==> config.mk <==
export PLATFORM = sky130hd
export DESIGN_NAME = msrrf_write_unit
export DESIGN_NICKNAME = d
export VERILOG_FILES = /design/src/rtl/core/msrrf_pkg.sv /design/src/rtl/core/msrrf_write_unit.sv
export SDC_FILE = /design/constraint.sdc
export NUM_CORES = 1
export LEC_CHECK = 0
export BUFFER_PORTS_ARGS = -buffer_cell sky130_fd_sc_hd__buf_4
export CAP_MARGIN = 10
export CORE_AREA = 2 2 77 79
export DETAILED_ROUTE_END_ITERATION = 8
export DIE_AREA = 0 0 79 81
export GPL_ROUTABILITY_DRIVEN = 1
export PLACE_DENSITY = 0.66
export SLEW_MARGIN = 5
export SYNTH_ARGS = -nofsm -noshare
export SYNTH_HDL_FRONTEND = slang
export SYNTH_SLANG_ARGS = --single-unit
==> constraint.sdc <==
create_clock -name vclk -period 4.2
set_input_delay 0.63 -clock vclk [all_inputs]
set_output_delay 0.63 -clock vclk [all_outputs]
set_load 0.005 [all_outputs]
==> src/rtl/core/msrrf_pkg.sv <==
// Package with the slot map, reset defaults and shared types of the MSR register file.
`default_nettype none

package msrrf_pkg;

   localparam int NUM_MSR = 16;
   localparam int SLOT_W  = 4;
   localparam int NUM_MON = 11;
   localparam int MON_W   = 4;

   localparam logic [1:0] KIND_READ   = 2'd0;
   localparam logic [1:0] KIND_WRITE  = 2'd1;
   localparam logic [1:0] KIND_SWAP   = 2'd2;
   localparam logic [1:0] KIND_DETECT = 2'd3;

   localparam logic [SLOT_W-1:0] S_APIC    = 4'd0;
   localparam logic [SLOT_W-1:0] S_SYSCS   = 4'd1;
   localparam logic [SLOT_W-1:0] S_SYSESP  = 4'd2;
   localparam logic [SLOT_W-1:0] S_SYSEIP  = 4'd3;
   localparam logic [SLOT_W-1:0] S_DBGCTL  = 4'd4;
   localparam logic [SLOT_W-1:0] S_PAT     = 4'd5;
   localparam logic [SLOT_W-1:0] S_MTRRDEF = 4'd6;
   localparam logic [SLOT_W-1:0] S_EFER    = 4'd7;
   localparam logic [SLOT_W-1:0] S_STAR    = 4'd8;
   localparam logic [SLOT_W-1:0] S_LSTAR   = 4'd9;
   localparam logic [SLOT_W-1:0] S_CSTAR   = 4'd10;
   localparam logic [SLOT_W-1:0] S_SFMASK  = 4'd11;
   localparam logic [SLOT_W-1:0] S_FSBASE  = 4'd12;
   localparam logic [SLOT_W-1:0] S_GSBASE  = 4'd13;
   localparam logic [SLOT_W-1:0] S_KGSBASE = 4'd14;
   localparam logic [SLOT_W-1:0] S_TSCAUX  = 4'd15;

   localparam logic [63:0] EFER_LMA      = 64'h0000_0000_0000_0400;
   localparam logic [63:0] EFER_WR_MASK  = 64'h0000_0000_0000_0901;
   localparam logic [63:0] APIC_BSP      = 64'h0000_0000_0000_0100;
   localparam logic [63:0] APIC_WR_MASK  = 64'h0000_000F_FFFF_F800;
   localparam logic [63:0] LOW16_MASK    = 64'h0000_0000_0000_FFFF;
   localparam logic [63:0] LOW32_MASK    = 64'h0000_0000_FFFF_FFFF;
   localparam logic [63:0] MTRRDEF_MASK  = 64'h0000_0000_0000_0CFF;

   typedef struct packed {
      logic              hit;
      logic [SLOT_W-1:0] slot;
   } slot_hit_type;

   typedef struct packed {
      logic        ok;
      logic [63:0] value;
   } wr_result_type;

   function automatic logic [31:0] msr_number(input logic [SLOT_W-1:0] slot);
      logic [31:0] num;
      unique case (slot)
         S_APIC:    num = 32'h0000_001B;
         S_SYSCS:   num = 32'h0000_0174;
         S_SYSESP:  num = 32'h0000_0175;
         S_SYSEIP:  num = 32'h0000_0176;
         S_DBGCTL:  num = 32'h0000_01D9;
         S_PAT:     num = 32'h0000_0277;
         S_MTRRDEF: num = 32'h0000_02FF;
         S_EFER:    num = 32'hC000_0080;
         S_STAR:    num = 32'hC000_0081;
         S_LSTAR:   num = 32'hC000_0082;
         S_CSTAR:   num = 32'hC000_0083;
         S_SFMASK:  num = 32'hC000_0084;
         S_FSBASE:  num = 32'hC000_0100;
         S_GSBASE:  num = 32'hC000_0101;
         S_KGSBASE: num = 32'hC000_0102;
         S_TSCAUX:  num = 32'hC000_0103;
      endcase
      return num;
   endfunction

   function automatic logic [63:0] msr_default(input logic [SLOT_W-1:0] slot);
      logic [63:0] val;
      unique case (slot)
         S_APIC:    val = 64'h0000_0000_FEE0_0900;
         S_SYSCS:   val = 64'h0000_0000_0000_0010;
         S_SYSESP:  val = 64'hFFFF_F800_0020_1000;
         S_SYSEIP:  val = 64'hFFFF_F800_0020_0200;
         S_DBGCTL:  val = 64'h0000_0000_0000_0000;
         S_PAT:     val = 64'h0007_0406_0007_0406;
         S_MTRRDEF: val = 64'h0000_0000_0000_0C06;
         S_EFER:    val = 64'h0000_0000_0000_0D01;
         S_STAR:    val = 64'h0023_0010_0000_0000;
         S_LSTAR:   val = 64'hFFFF_F800_0020_0000;
         S_CSTAR:   val = 64'hFFFF_F800_0020_0100;
         S_SFMASK:  val = 64'h0000_0000_0004_7700;
         S_FSBASE:  val = 64'h0000_0000_0000_0000;
         S_GSBASE:  val = 64'hFFFF_F780_0000_0000;
         S_KGSBASE: val = 64'h0000_0000_7FFE_0000;
         S_TSCAUX:  val = 64'h0000_0000_0000_0000;
      endcase
      return val;
   endfunction

   function automatic logic [SLOT_W-1:0] mon_slot(input logic [MON_W-1:0] ptr);
      logic [SLOT_W-1:0] slot;
      unique case (ptr)
         4'd0:    slot = S_LSTAR;
         4'd1:    slot = S_CSTAR;
         4'd2:    slot = S_STAR;
         4'd3:    slot = S_SFMASK;
         4'd4:    slot = S_EFER;
         4'd5:    slot = S_SYSEIP;
         4'd6:    slot = S_SYSESP;
         4'd7:    slot = S_SYSCS;
         4'd8:    slot = S_DBGCTL;
         4'd9:    slot = S_GSBASE;
         4'd10:   slot = S_KGSBASE;
         default: slot = S_LSTAR;
      endcase
      return slot;
   endfunction

   function automatic slot_hit_type find_slot(input logic [31:0] idx);
      slot_hit_type res;
      res = '0;
      for (int i = 0; i < NUM_MSR; i++) begin
         if (msr_number(SLOT_W'(i)) == idx) begin
            res.hit  = 1'b1;
            res.slot = SLOT_W'(i);
         end
      end
      return res;
   endfunction

endpackage

`default_nettype wire

==> src/rtl/core/msrrf_write_unit.sv <==
// Write masking and value checks applied to a write before it reaches the register array.
`default_nettype none

module msrrf_write_unit
   import msrrf_pkg::*;
(
   input  wire logic [SLOT_W-1:0] slot,
   input  wire logic [63:0]       prev_value,
   input  wire logic [63:0]       write_data,
   output wr_result_type          result
);

   function automatic logic mem_type_ok(input logic [7:0] t);
      return (t[7:3] == 5'd0) && (t[2:1] != 2'b01);
   endfunction

   logic pat_ok;
   logic canonical;

   always_comb begin
      pat_ok = 1'b1;
      for (int i = 0; i < 8; i++) begin
         if (!mem_type_ok(write_data[i*8 +: 8])) begin
            pat_ok = 1'b0;
         end
      end
   end

   assign canonical = (write_data[63:47] == 17'h00000) || (write_data[63:47] == 17'h1FFFF);

   always_comb begin
      result.ok    = 1'b1;
      result.value = write_data;
      unique case (slot)
         S_EFER: begin
            result.value = (prev_value & EFER_LMA) | (write_data & EFER_WR_MASK);
         end
         S_DBGCTL, S_SYSCS: begin
            result.value = write_data & LOW16_MASK;
         end
         S_MTRRDEF: begin
            result.value = write_data & MTRRDEF_MASK;
            result.ok    = mem_type_ok(write_data[7:0]);
         end
         S_APIC: begin
            result.value = (write_data & APIC_WR_MASK) | (prev_value & APIC_BSP);
         end
         S_PAT: begin
            result.ok = pat_ok;
         end
         S_TSCAUX: begin
            result.value = write_data & LOW32_MASK;
         end
         S_LSTAR, S_CSTAR, S_FSBASE, S_GSBASE, S_KGSBASE, S_SYSESP, S_SYSEIP: begin
            result.ok = canonical;
         end
         S_STAR, S_SFMASK: begin
            result.value = write_data;
         end
      endcase
   end

endmodule

`default_nettype wire
==> Word-level counts from Yosys, hierarchy flattened <==
Index checks and enable logic that the tools add are counted.
W data, S select, Z words.
{ "classes": {"eq_ne": 22, "bitwise": 2, "muxes": 10, "n_reduce_logical": 21} }
{ "op_table": {"columns": ["operator", "count"], "rows": [
  ["$pmux W64 S5", 1],
  ["$logic_not A5 Y1", 8],
  ["$or A36 B9 Y36", 1],
  ["$eq A4 B4 Y1 const B", 6],
  ["$eq A17 B17 Y1 const B", 1],
  ["$logic_not A17 Y1", 1],
  ["$eq A4 B3 Y1 const B", 4],
  ["$ne A2 B1 Y1 const B", 8],
  ["$or A11 B12 Y12", 1],
  ["$eq A4 B2 Y1 const B", 2],
  ["$logic_and A1 B1 Y1", 8],
  ["$mux W1", 8],
  ["$reduce_or A7 Y1", 1],
  ["$eq A4 B1 Y1 const B", 1],
  ["$logic_not A4 Y1", 1],
  ["$pmux W1 S3", 1],
  ["$reduce_or A2 Y1", 1],
  ["$logic_or A1 B1 Y1", 1]
]} }
{ "word_totals": {"wordCells": 55, "ff_bits": 0, "input_bits": 132, "output_inout_bits": 65} }

==> Depth between registers and ports, before layout <==
{ "logic_depth": {"ltp_word": 11, "ltp_mapped": 7, "ltp_nobuf": 6} }

==> Worst setup path before layout <==
OpenSTA, ideal clock, no wires.
{ "synth_path": {"path_type": "input-to-output", "startpoint": "input port write_data[48]", "endpoint": "output port result[64] (netlist bit)", "required_time_ns": 3.570, "arrival_ns": 1.867, "path_buffers": 0, "setup_slack_ns": 1.703, "stages": 5, "path_cell_list": "or4_1 -> nor4_2 -> a41oi_1 -> o211a_1 -> o41ai_2"} }
{ "synth_lines": {"columns": ["element", "line", "rtl"], "rows": [
  ["start, declared", "msrrf_write_unit.sv:9", "input wire logic [63:0] write_data,"],
  ["end, declared", "msrrf_write_unit.sv:10", "output wr_result_type result"]
]} }

==> flow_metrics.env <==
export IMPL_irDropWorstVdd_v=0.0000397
export IMPL_synth_top_area_share_pct=23.8
export IMPL_post_cts_buffers=0
export IMPL_ys_warnings_count=0
export IMPL_placedCellCount=339
export IMPL_hpwlAfterDp_um=4050
export IMPL_start_util_pct=14.8
export IMPL_vias_per_cell=4.33
export IMPL_cts_resized=0
export IMPL_antenna_found_initial=0
export IMPL_fin_nets=398
export IMPL_cts_hold_buf=0
export IMPL_drtIter0Drc=22
export IMPL_syn_nets=268
export IMPL_period_needed_ps=2960
export IMPL_ant_nets=0
export IMPL_wl_um=4680
export IMPL_rows=28
export IMPL_syn_area_um2=840
export IMPL_grt_pass1_wl_um=6800
export IMPL_drc=0
export IMPL_vias=1469
export IMPL_area_growth_pct=128
export IMPL_hold_class="in -> out"
export IMPL_drive_gt1_share_pct=52.3
export IMPL_ys_top_cells_by_count="and2_1 (32), nor2b_1 (24), nor4_1 (11)"
export IMPL_num_clock_buffers=0
export IMPL_fin_tns_setup_ps=0
export IMPL_seq_area_um2=0
export IMPL_syn_area_per_cell_um2=6.17
export IMPL_cap_violations=0
export IMPL_cp_arrival_ps=2330
export IMPL_synthCells=136
export IMPL_fp_dieH_um=81
export IMPL_ios=197
export IMPL_required_ps=3570
export IMPL_powerDensity_nw_per_um2=109
export IMPL_worstPathMaxFanout=3
export IMPL_grt_pass1_vias=1387
export IMPL_dieArea_um2=6400
export IMPL_antenna_cells=0
export IMPL_tightest_slew_ps=978
export IMPL_endpoint_kind="primary output"
export IMPL_leakage_nw=0.968
export IMPL_final_max_slew_viol_count=0
export IMPL_yosysMostFrequentCell="and2_1"
export IMPL_holdWs_ps=1440
export IMPL_yosysUniqueCellTypes=32
export IMPL_crit_start="write_data[53]"
export IMPL_slew_headroom_pct=34.6
export IMPL_synth_area_leaders="and2_1 (24%), nor2b_1 (18%), nor4_1 (8.2%), and2b_1 (7.2%), a21oi_1 (4.8%)"
export IMPL_cp_start_kind="input pin"
export IMPL_gr_total_overflow=0
export IMPL_rsz0062_at_grt="no"
export IMPL_fp_coreArea_um2=5680
export IMPL_synth_seq_area_share_pct=0
export IMPL_hold_path_depth=2
export IMPL_n_fill_cell=626
export IMPL_final_cells=339
export IMPL_fmax_mhz=338
export IMPL_multi_input_comb_area_um2=785
export IMPL_status="finished clean"
export IMPL_wl_per_cell_um=13.8
export IMPL_crit_end="result[64]"
export IMPL_grtUsageTotal_pct=13.1
export IMPL_seq_cell_count=0
export IMPL_io_buffer_count=135
export IMPL_die_width_um=79
export IMPL_finalHoldViolCount=0
export IMPL_utilization_pct=33.7
export IMPL_path_class="in -> out"
export IMPL_min_period_over_period_pct=70.5
export IMPL_grt_max_degree=29
export IMPL_synth_largest_area_cell="and2_1"
export IMPL_setup_viol=0
export IMPL_place_gp_congestion=0.770
export IMPL_dr_pass1_iters=4
## where the power goes
| part | internal [mW] | switching (mW) |
|---|---|---|
| Sequential | 0 | 0 |
| Combinational | 0.128 | 0.0797 |
| Clock | 0 | 0 |
## through the flow
stage                     worst slack [ps]  instance area [um2]  power [mW]
after floorplan                       1700                  840      0.0697
after global placement                1210                 1910       0.208
after detailed placement              1180                 1910       0.211
after CTS                             1170                 1910       0.212
after global routing                  1010                 1910       0.228
final                                 1240                 1910       0.208
## kinds of logic (layout without fill, tap and decap cells)
family / count (synthesis) / count (layout) / synth area share, %
buffers and inverters: 13 / 141 / 6.56
XOR/XNOR: 1 / 1 / 1.04
AO/OA/AOI/OAI: 19 / 19 / 16.5
AND/OR/NAND/NOR: 103 / 103 / 75.9
## area by class of cell
cell class / count / share of cell area, %
Multi-Input combinational cell: 123 / 41.0
Timing Repair Buffer: 135 / 52.9
Inverter: 6 / 1.18
Tap cell: 75 / 4.90
## how the worst min path moves through the flow
stage | from | to | slack [ps]
floorplan | write_data[11] | result[11] | 1340
global placement | write_data[11] | result[11] | 1440
detailed placement | write_data[11] | result[11] | 1440
CTS | write_data[11] | result[11] | 1440
global route | write_data[11] | result[11] | 1440
finish | write_data[11] | result[11] | 1440
## critical path: stages
cell,delay (ps)
buf_4,120
nor4_1,300
nand3_1,190
nor4_2,260
a41oi_1,110
o211a_1,190
o41ai_2,360
buf_4,170
## per-layer routing
metal	share of wire, %	up-vias	wire [um]	global-route usage [%]
met5	0	-	0	0
met4	0	0	0	0
met3	11	0	523	3.56
met2	45	94	2090	23.1
met1	44	640	2070	16.9
li1	-	735	-	-
## placed cells by master, fill, tap and decap left out
cell / n
nor4_2: 1
nand2b_1: 2
and3_1: 1
nor4b_1: 1
nand2_1: 3
nor3_1: 1
a222oi_1: 1
buf_4: 135
nor2_1: 7
o31ai_1: 1
o211ai_1: 1
or4_1: 2
o41ai_2: 1
nand3_1: 3
and2_1: 32
nor4_1: 11
o21ai_0: 2
nand4_1: 5
nor2b_1: 24
or3_1: 1
a21oi_1: 8
xnor2_1: 1
o21a_1: 1
and2b_1: 8
inv_1: 6
o211a_1: 2
a41oi_1: 1
o41a_1: 1
and2_2: 1
Power figures use the tool's default switching activity.
